**config.mk**
```make
export PLATFORM = sky130hd
export DESIGN_NAME = sound_unit_register_file
export DESIGN_NICKNAME = d
export VERILOG_FILES = /design/src/rtl/snd_pkg.sv /design/src/rtl/snd_regs.sv /design/src/rtl/sound_unit_register_file.sv
export SDC_FILE = /design/constraint.sdc
export NUM_CORES = 1
export LEC_CHECK = 0
export BUFFER_PORTS_ARGS = -buffer_cell sky130_fd_sc_hd__buf_4
export CAP_MARGIN = 15
export CORE_AREA = 2 2 152 154
export DETAILED_ROUTE_END_ITERATION = 10
export DIE_AREA = 0 0 154 156
export GPL_ROUTABILITY_DRIVEN = 0
export GPL_TIMING_DRIVEN = 0
export PLACE_DENSITY = 0.69
export SYNTH_ARGS = -nofsm -noshare
export SYNTH_HDL_FRONTEND = slang
export SYNTH_HIERARCHICAL = 1
export SYNTH_SLANG_ARGS = --single-unit
```
**constraint.sdc**
```tcl
create_clock -name clk -period 3.18 [get_ports clk]
set_input_delay 0.159 -clock clk [delete_from_list [all_inputs] [get_ports clk]]
set_output_delay 0.159 -clock clk [all_outputs]
set_load 0.02 [all_outputs]
```
**src/rtl/snd_pkg.sv**
```systemverilog
// ----------------------------------------------------------------------------
// snd_pkg
// Shared types and register addresses of the sound unit register file.
// ----------------------------------------------------------------------------
package snd_pkg;

	// bus access codes
	localparam logic OP_READ  = 1'b0;
	localparam logic OP_WRITE = 1'b1;

	// register addresses
	localparam logic [15:0] ADDR_NR10 = 16'hff10;
	localparam logic [15:0] ADDR_NR11 = 16'hff11;
	localparam logic [15:0] ADDR_NR12 = 16'hff12;
	localparam logic [15:0] ADDR_NR13 = 16'hff13;
	localparam logic [15:0] ADDR_NR14 = 16'hff14;
	localparam logic [15:0] ADDR_NR21 = 16'hff16;
	localparam logic [15:0] ADDR_NR22 = 16'hff17;
	localparam logic [15:0] ADDR_NR23 = 16'hff18;
	localparam logic [15:0] ADDR_NR24 = 16'hff19;
	localparam logic [15:0] ADDR_NR30 = 16'hff1a;
	localparam logic [15:0] ADDR_NR31 = 16'hff1b;
	localparam logic [15:0] ADDR_NR32 = 16'hff1c;
	localparam logic [15:0] ADDR_NR33 = 16'hff1d;
	localparam logic [15:0] ADDR_NR34 = 16'hff1e;
	localparam logic [15:0] ADDR_NR41 = 16'hff20;
	localparam logic [15:0] ADDR_NR42 = 16'hff21;
	localparam logic [15:0] ADDR_NR43 = 16'hff22;
	localparam logic [15:0] ADDR_NR44 = 16'hff23;
	localparam logic [15:0] ADDR_NR50 = 16'hff24;
	localparam logic [15:0] ADDR_NR51 = 16'hff25;
	localparam logic [15:0] ADDR_NR52 = 16'hff26;

	// wave table occupies 0xff30..0xff3f, selected by the upper twelve bits
	localparam logic [11:0] WAVE_PAGE = 12'hff3;

	// one bus access as it moves through the block
	typedef struct packed {
		logic        operation;
		logic [15:0] address;
		logic [7:0]  write_data;
	} access_t;

endpackage

```
**src/rtl/snd_regs.sv**
```systemverilog
// ----------------------------------------------------------------------------
// snd_regs
// Register storage, write unpacking and read packing of the sound unit.
// ----------------------------------------------------------------------------
module snd_regs import snd_pkg::*; (
	input  logic       clk,
	input  logic       arst_n,
	input  logic       wr_en,
	input  access_t    acc,
	output logic [7:0] rd_data
);

	// channel slots of the shared arrays
	localparam int unsigned CH_SQ1   = 0;
	localparam int unsigned CH_SQ2   = 1;
	localparam int unsigned CH_WAVE  = 2;
	localparam int unsigned CH_NOISE = 3;
	localparam int unsigned ENV_NOISE = 2;

	logic [2:0]  sq1_sweep_period_q;
	logic        sq1_sweep_down_q;
	logic [2:0]  sq1_sweep_step_q;
	logic [1:0]  square_duty_q [2];
	logic [5:0]  square_length_q [2];
	logic [3:0]  envelope_start_volume_q [3];
	logic        envelope_rising_q [3];
	logic [2:0]  envelope_period_q [3];
	logic [10:0] tone_frequency_q [3];
	logic        trigger_flag_q [4];
	logic        length_enable_q [4];
	logic        wave_off_q;
	logic [7:0]  wave_length_q;
	logic [1:0]  wave_level_q;
	logic [7:0]  wave_table_q [16];
	logic [5:0]  noise_length_q;
	logic [3:0]  noise_clock_shift_q;
	logic        noise_narrow_mode_q;
	logic [2:0]  noise_divisor_q;
	logic [7:0]  master_volume_byte_q;
	logic [7:0]  panning_byte_q;
	logic        master_enable_q;
	logic [3:0]  channel_enable_bits_q;

	logic       wave_hit;
	logic [7:0] d;

	assign wave_hit = (acc.address[15:4] == WAVE_PAGE);
	assign d        = acc.write_data;

	// write decode and field unpacking
	always_ff @(posedge clk or negedge arst_n) begin
		if (!arst_n) begin
			sq1_sweep_period_q <= '0;
			sq1_sweep_down_q   <= 1'b0;
			sq1_sweep_step_q   <= '0;
			for (int i = 0; i < 2; i++) begin
				square_duty_q[i]   <= '0;
				square_length_q[i] <= '0;
			end
			for (int i = 0; i < 3; i++) begin
				envelope_start_volume_q[i] <= '0;
				envelope_rising_q[i]       <= 1'b0;
				envelope_period_q[i]       <= '0;
				tone_frequency_q[i]        <= '0;
			end
			for (int i = 0; i < 4; i++) begin
				trigger_flag_q[i]  <= 1'b0;
				length_enable_q[i] <= 1'b0;
			end
			wave_off_q    <= 1'b0;
			wave_length_q <= '0;
			wave_level_q  <= '0;
			for (int i = 0; i < 16; i++) begin
				wave_table_q[i] <= '0;
			end
			noise_length_q        <= '0;
			noise_clock_shift_q   <= '0;
			noise_narrow_mode_q   <= 1'b0;
			noise_divisor_q       <= '0;
			master_volume_byte_q  <= '0;
			panning_byte_q        <= '0;
			master_enable_q       <= 1'b0;
			channel_enable_bits_q <= '0;
		end else if (wr_en) begin
			if (wave_hit) begin
				wave_table_q[acc.address[3:0]] <= d;
			end else begin
				unique case (acc.address)
					ADDR_NR10: begin
						sq1_sweep_period_q <= d[6:4];
						sq1_sweep_down_q   <= d[3];
						sq1_sweep_step_q   <= d[2:0];
					end
					ADDR_NR11: begin
						square_duty_q[CH_SQ1]   <= d[7:6];
						square_length_q[CH_SQ1] <= d[5:0];
					end
					ADDR_NR12: begin
						envelope_start_volume_q[CH_SQ1] <= d[7:4];
						envelope_rising_q[CH_SQ1]       <= d[3];
						envelope_period_q[CH_SQ1]       <= d[2:0];
					end
					ADDR_NR13: tone_frequency_q[CH_SQ1][7:0] <= d;
					ADDR_NR14: begin
						trigger_flag_q[CH_SQ1]         <= d[7];
						length_enable_q[CH_SQ1]        <= d[6];
						tone_frequency_q[CH_SQ1][10:8] <= d[2:0];
					end
					ADDR_NR21: begin
						square_duty_q[CH_SQ2]   <= d[7:6];
						square_length_q[CH_SQ2] <= d[5:0];
					end
					ADDR_NR22: begin
						envelope_start_volume_q[CH_SQ2] <= d[7:4];
						envelope_rising_q[CH_SQ2]       <= d[3];
						envelope_period_q[CH_SQ2]       <= d[2:0];
					end
					ADDR_NR23: tone_frequency_q[CH_SQ2][7:0] <= d;
					ADDR_NR24: begin
						trigger_flag_q[CH_SQ2]         <= d[7];
						length_enable_q[CH_SQ2]        <= d[6];
						tone_frequency_q[CH_SQ2][10:8] <= d[2:0];
					end
					ADDR_NR30: wave_off_q    <= d[7];
					ADDR_NR31: wave_length_q <= d;
					ADDR_NR32: wave_level_q  <= d[6:5];
					ADDR_NR33: tone_frequency_q[CH_WAVE][7:0] <= d;
					ADDR_NR34: begin
						trigger_flag_q[CH_WAVE]         <= d[7];
						length_enable_q[CH_WAVE]        <= d[6];
						tone_frequency_q[CH_WAVE][10:8] <= d[2:0];
					end
					ADDR_NR41: noise_length_q <= d[5:0];
					// noise envelope volume sits in the upper nibble like the others
					ADDR_NR42: begin
						envelope_start_volume_q[ENV_NOISE] <= d[7:4];
						envelope_rising_q[ENV_NOISE]       <= d[3];
						envelope_period_q[ENV_NOISE]       <= d[2:0];
					end
					ADDR_NR43: begin
						noise_clock_shift_q <= d[7:4];
						noise_narrow_mode_q <= d[3];
						noise_divisor_q     <= d[2:0];
					end
					// noise control carries no frequency bits
					ADDR_NR44: begin
						trigger_flag_q[CH_NOISE]  <= d[7];
						length_enable_q[CH_NOISE] <= d[6];
					end
					ADDR_NR50: master_volume_byte_q <= d;
					ADDR_NR51: panning_byte_q       <= d;
					ADDR_NR52: begin
						master_enable_q       <= d[7];
						channel_enable_bits_q <= d[3:0];
					end
					default: begin
					end
				endcase
			end
		end
	end

	// read packing, write-only bits read as zero
	always_comb begin
		rd_data = '0;
		if (wave_hit) begin
			rd_data = wave_table_q[acc.address[3:0]];
		end else begin
			unique case (acc.address)
				ADDR_NR10: rd_data = {1'b0, sq1_sweep_period_q, sq1_sweep_down_q,
					sq1_sweep_step_q};
				ADDR_NR11: rd_data = {square_duty_q[CH_SQ1], 6'd0};
				ADDR_NR12: rd_data = {envelope_start_volume_q[CH_SQ1],
					envelope_rising_q[CH_SQ1], envelope_period_q[CH_SQ1]};
				ADDR_NR14: rd_data = {1'b0, length_enable_q[CH_SQ1], 6'd0};
				ADDR_NR21: rd_data = {square_duty_q[CH_SQ2], 6'd0};
				ADDR_NR22: rd_data = {envelope_start_volume_q[CH_SQ2],
					envelope_rising_q[CH_SQ2], envelope_period_q[CH_SQ2]};
				ADDR_NR24: rd_data = {1'b0, length_enable_q[CH_SQ2], 6'd0};
				ADDR_NR30: rd_data = {wave_off_q, 7'd0};
				ADDR_NR31: rd_data = wave_length_q;
				ADDR_NR32: rd_data = {1'b0, wave_level_q, 5'd0};
				ADDR_NR34: rd_data = {1'b0, length_enable_q[CH_WAVE], 6'd0};
				ADDR_NR41: rd_data = {2'd0, noise_length_q};
				ADDR_NR42: rd_data = {envelope_start_volume_q[ENV_NOISE],
					envelope_rising_q[ENV_NOISE], envelope_period_q[ENV_NOISE]};
				ADDR_NR43: rd_data = {noise_clock_shift_q, noise_narrow_mode_q,
					noise_divisor_q};
				ADDR_NR44: rd_data = {1'b0, length_enable_q[CH_NOISE], 6'd0};
				ADDR_NR50: rd_data = master_volume_byte_q;
				ADDR_NR51: rd_data = panning_byte_q;
				ADDR_NR52: rd_data = {master_enable_q, 7'd0};
				default:   rd_data = '0;
			endcase
		end
	end

endmodule

```
**src/rtl/sound_unit_register_file.sv**
```systemverilog
// ----------------------------------------------------------------------------
// sound_unit_register_file
// Bus-side register file of a four-channel sound unit.
// ----------------------------------------------------------------------------
// One bus access is taken every cycle unless req_stall holds it off. Each
// transfer is registered, then decoded against the register map in the
// following cycle: a write updates the addressed fields at the end of that
// cycle, a read loads the packed value into the response register, and
// writes give no response. Accesses take effect in order, so a read placed
// right behind a write sees the new value. The response register sets the
// rate: while a response is held by rsp_stall, writes keep flowing and a
// pending read waits in the access register.
module sound_unit_register_file import snd_pkg::*; (
	input  logic        clk,
	input  logic        arst_n,
	input  logic        req_valid,
	output logic        req_stall,
	input  logic        operation,
	input  logic [15:0] address,
	input  logic [7:0]  write_data,
	output logic        rsp_valid,
	input  logic        rsp_stall,
	output logic [7:0]  read_data
);

	logic       valid_s1;
	access_t    acc_s1;
	logic       rsp_valid_q;
	logic [7:0] read_data_q;
	logic       rsp_free;
	logic       adv_s1;
	logic       is_write_s1;
	logic [7:0] rd_data;

	assign rsp_free    = !rsp_valid_q || !rsp_stall;
	assign is_write_s1 = (acc_s1.operation == OP_WRITE);
	assign adv_s1      = !valid_s1 || is_write_s1 || rsp_free;
	assign req_stall   = !adv_s1;

	// access register
	always_ff @(posedge clk or negedge arst_n) begin
		if (!arst_n) begin
			valid_s1 <= 1'b0;
		end else if (adv_s1) begin
			valid_s1 <= req_valid;
		end
	end

	always_ff @(posedge clk) begin
		if (adv_s1 && req_valid) begin
			acc_s1 <= '{operation: operation, address: address, write_data: write_data};
		end
	end

	snd_regs u_regs (
		.clk     (clk),
		.arst_n  (arst_n),
		.wr_en   (valid_s1 && is_write_s1),
		.acc     (acc_s1),
		.rd_data (rd_data)
	);

	// response register
	always_ff @(posedge clk or negedge arst_n) begin
		if (!arst_n) begin
			rsp_valid_q <= 1'b0;
		end else if (rsp_free) begin
			rsp_valid_q <= valid_s1 && !is_write_s1;
		end
	end

	always_ff @(posedge clk) begin
		if (rsp_free && valid_s1 && !is_write_s1) begin
			read_data_q <= rd_data;
		end
	end

	assign rsp_valid = rsp_valid_q;
	assign read_data = read_data_q;

endmodule

```
==> reports/metrics.cfg <==
[layout]
nets=869
instances_no_fill=1145
fill_cells=1774
final_util_pct=57.5
area_growth_pct=17.0
drive_gt1_share_pct=42.3
regArea_sq_mm=0.00627
n_antenna_cell=0
final_cell_area_sq_mm=0.0129
multi_input_area_sq_mm=0.00445

[yosys]
synth_nets=771
synth.distinct_cells=59
synth-main-ff-cell=dfrtp_1
yosysWarnings=6
seq_area_frac_synth_pct=57.0
synthArstFlopShare_pct=86.5
yosys.area.top_type=dfrtp_1
synth.avg_cell_area_sq_um=14.8
synthCells=742
synth_top_area_share_pct=48.0
synth_edf_count=33
synth_area_leaders=dfrtp_1, mux2_2, edfxtp_1, mux4_2, a22oi_1
mappedNetlistArea_sq_mm=0.0110
synth_seq_cells=244

[sta]
period_share_pct=96.4
fmax_mhz=326
relSlewSlack_pct=24.0
rsz0062_at_grt=no
finalCriticalPeriod_ns=3.06
hold_viol=0
slew_viol_final=0
finClkSkew_ns=0.0110
worst_pin_slew_ns=1.13
tns_ns=0
setup_violations=0

[routing]
remaining_drc_errors=0
drtPass1Iterations=5
drt_wl_total_um=28000
vias=6980
avgRoutedWirePerCell_um=24.5
drt_iter0_drc=708
antenna_left=0
vias_per_cell=6.10

[clocking]
cts_tree=built
cts_root_buffer=clkbuf_16
clock_latency_ns=0.53
cts_max_level=1
ctsResizeCount=0
numCtsBuffers=27
cts.clk_slew.worst_paths_ns=0.06
ctsHoldBuffers=29
cts_buffer_depth=3
clock-sinks=244
post_cts_buffers=0

[power]
powerDensity_mw_per_mm2=513
p_leak_nw=5.92
vdd_drop_max_mv=0.375

[critical_path]
rrSetupSlack_ns=0.12
crit_required_ns=3.59
crit_family=simple AND/OR/NAND/NOR gates
critical_path_buf_inv_count=2
start_kind=flop
worstPathCellList=buf_4, clkbuf_1, nand3_1, nor3_2, mux2_2
critPathSlowestCell=nor3_2
cp.arrival_ns=3.48
worstRegToRegCells=5
timing_worst_setup_path_type=flop to flop
cp-end-kind=flop
critPathMaxStageDelay_ns=0.96
reg2reg_from=acc_s1[9]$_DFFE_PP_
crit_path_max_fanout=10
timing.rr.end=u_regs/envelope_period_q[5]$_DFFE_PN0P_

[place]
place_inst=1066
numPortBuffers=38
place_hpwl_um=18800
placed_area_sq_mm=0.0117

[grt]
overflow=0
grt_max_degree=119
grt_first_pass_wirelength_um=43900
antenna_found_initial=0
grtUsageTotal_pct=23.9
grt_pass1_vias=7525

[floorplanning]
pin_count=39
rows=55
die_h_um=156
coreArea_sq_mm=0.0224
dieArea_sq_mm=0.0240
initial_core_util_pct=49.2
chipWidth_um=154

[run_status]
status=finished clean

[min_path]
hold_path_class=input pin to asynchronous set/reset pin

[job]
drv_cap=0

[routing by layer]
| metal | track usage [%] | up-vias | part of all wire [%] |
|---|---|---|---|
| li1 | - | 2992 | - |
| met1 | 33.2 | 3632 | 42 |
| met2 | 37.9 | 276 | 48 |
| met3 | 3.92 | 80 | 6.2 |
| met4 | 9.79 | 0 | 3.9 |
| met5 | 0 | - | 0 |
[metrics by stage]
stage / power, mW / hold WS, ns / setup slack, ns
finish: 6.60 / 0.314 / 0.115
global route: 6.83 / 0.341 / 0.0639
CTS: 6.66 / 0.322 / 0.157
detailed placement: 3.59 / 0.311 / 0.144
global placement: 3.57 / 0.337 / 0.237
floorplan: 3.41 / -0.137 / 0.988
[cell families (layout without fill, tap and decap cells)]
kind of cell | Yosys count | after routing | synth area share, %
buffers and inverters | 55 | 173 | 2.54
flip-flops | 244 | 244 | 57.0
multiplexers | 245 | 245 | 28.9
AO/OA/AOI/OAI | 75 | 75 | 4.80
AND/OR/NAND/NOR | 123 | 123 | 6.79
[sequential cells by signal, indices dropped and copies added (netlist names), 4 cells and up]
signal,flops
u_regs/master_volume_byte_q,8
u_regs/wave_table_q,128
u_regs/noise_length_q,6
u_regs/envelope_period_q,9
u_regs/length_enable_q,4
u_regs/envelope_start_volume_q,12
u_regs/square_duty_q,4
u_regs/wave_length_q,8
u_regs/panning_byte_q,8
read_data,8
u_regs/noise_clock_shift_q,4
acc_s1,24
[cell usage after synthesis, types with 2 or more instances]
library cell and n:
nor3_1 7, nor3b_1 3, a22oi_1 32, edfxtp_1 33, mux2_4 16, clkbuf_1 33
dfrtp_1 211, or4_1 4, or3_1 2, a21oi_1 20, and4_1 3, and3_1 2
and2_1 3, nor2_2 5, nor3_2 4, buf_6 5, buf_4 3, o21ai_0 3
a21o_1 2, nor4_1 4, nand2_1 25, mux2_2 194, a2111o_1 3, a221oi_1 2
nand3b_1 3, nand3_1 15, nor2_1 14, buf_2 10, mux4_2 32, mux2i_1 3
nor2b_1 5, nand2b_1 7, and2_0 2, inv_1 3, nor4b_1 2, a31oi_1 3
a222oi_1 2
[area by class of cell]
type	instances	share of cell area, %
Clock inverter	11	0.671
Timing Repair Buffer	69	4.96
Multi-Input combinational cell	443	34.6
Clock buffer	38	6.12
Inverter	3	0.0875
Buffer	52	2.08
Tap cell	285	2.77
Sequential cell	244	48.7
[worst max-delay path by stage]
| stage | from | to | slack (ns) | cells after the start |
|---|---|---|---|---|
| 6_report | acc_s1[9]$_DFFE_PP_ | u_regs/envelope_period_q[5]$_DFFE_PN0P_ | 0.12 | 5 |
| 4_1_cts | acc_s1[9]$_DFFE_PP_ | u_regs/envelope_rising_q[1]$_DFFE_PN0P_ | 0.16 | 5 |
| 2_1_floorplan | acc_s1[8]$_DFFE_PP_ | read_data[2]$_DFFE_PP_ | 0.99 | 7 |
| 3_3_place_gp | acc_s1[9]$_DFFE_PP_ | u_regs/envelope_start_volume_q[5]$_DFFE_PN0P_ | 0.24 | 5 |
| 3_5_place_dp | acc_s1[9]$_DFFE_PP_ | u_regs/envelope_period_q[5]$_DFFE_PN0P_ | 0.14 | 5 |
| 5_1_grt | acc_s1[10]$_DFFE_PP_ | u_regs/wave_table_q[115]$_DFFE_PN0P_ | 0.06 | 5 |
[layout by cell type (no fill, tap or decap), types with 4 or more instances in the layout]
| master | Yosys | final |
|---|---|---|
| nor4_1 | 4 | 4 |
| clkbuf_8 | 0 | 7 |
| buf_2 | 10 | 10 |
| edfxtp_1 | 33 | 33 |
| nor2b_1 | 5 | 5 |
| nand3_1 | 15 | 15 |
| nor3_1 | 7 | 7 |
| buf_4 | 3 | 40 |
| mux4_2 | 32 | 32 |
| mux2_4 | 16 | 16 |
| clkbuf_1 | 33 | 37 |
| dlygate4sd3_1 | 0 | 29 |
| or4_1 | 4 | 4 |
| nor2_1 | 14 | 14 |
| nor2_2 | 5 | 5 |
| nand2_1 | 25 | 25 |
| nand2b_1 | 7 | 7 |
| clkinv_2 | 0 | 8 |
| a21oi_1 | 20 | 20 |
| mux2_2 | 194 | 194 |
| nor3_2 | 4 | 4 |
| dfrtp_1 | 211 | 211 |
| a22oi_1 | 32 | 32 |
| buf_6 | 5 | 5 |
| clkbuf_16 | 0 | 27 |
[report_power, final]
| part | internal [mW] | switching, mW |
|---|---|---|
| registers | 3.20 | 0.0231 |
| logic | 0.113 | 0.232 |
| clock network | 1.80 | 1.24 |
| total | 5.11 | 1.49 |
Note: power is estimated with default switching activity, not from simulation.
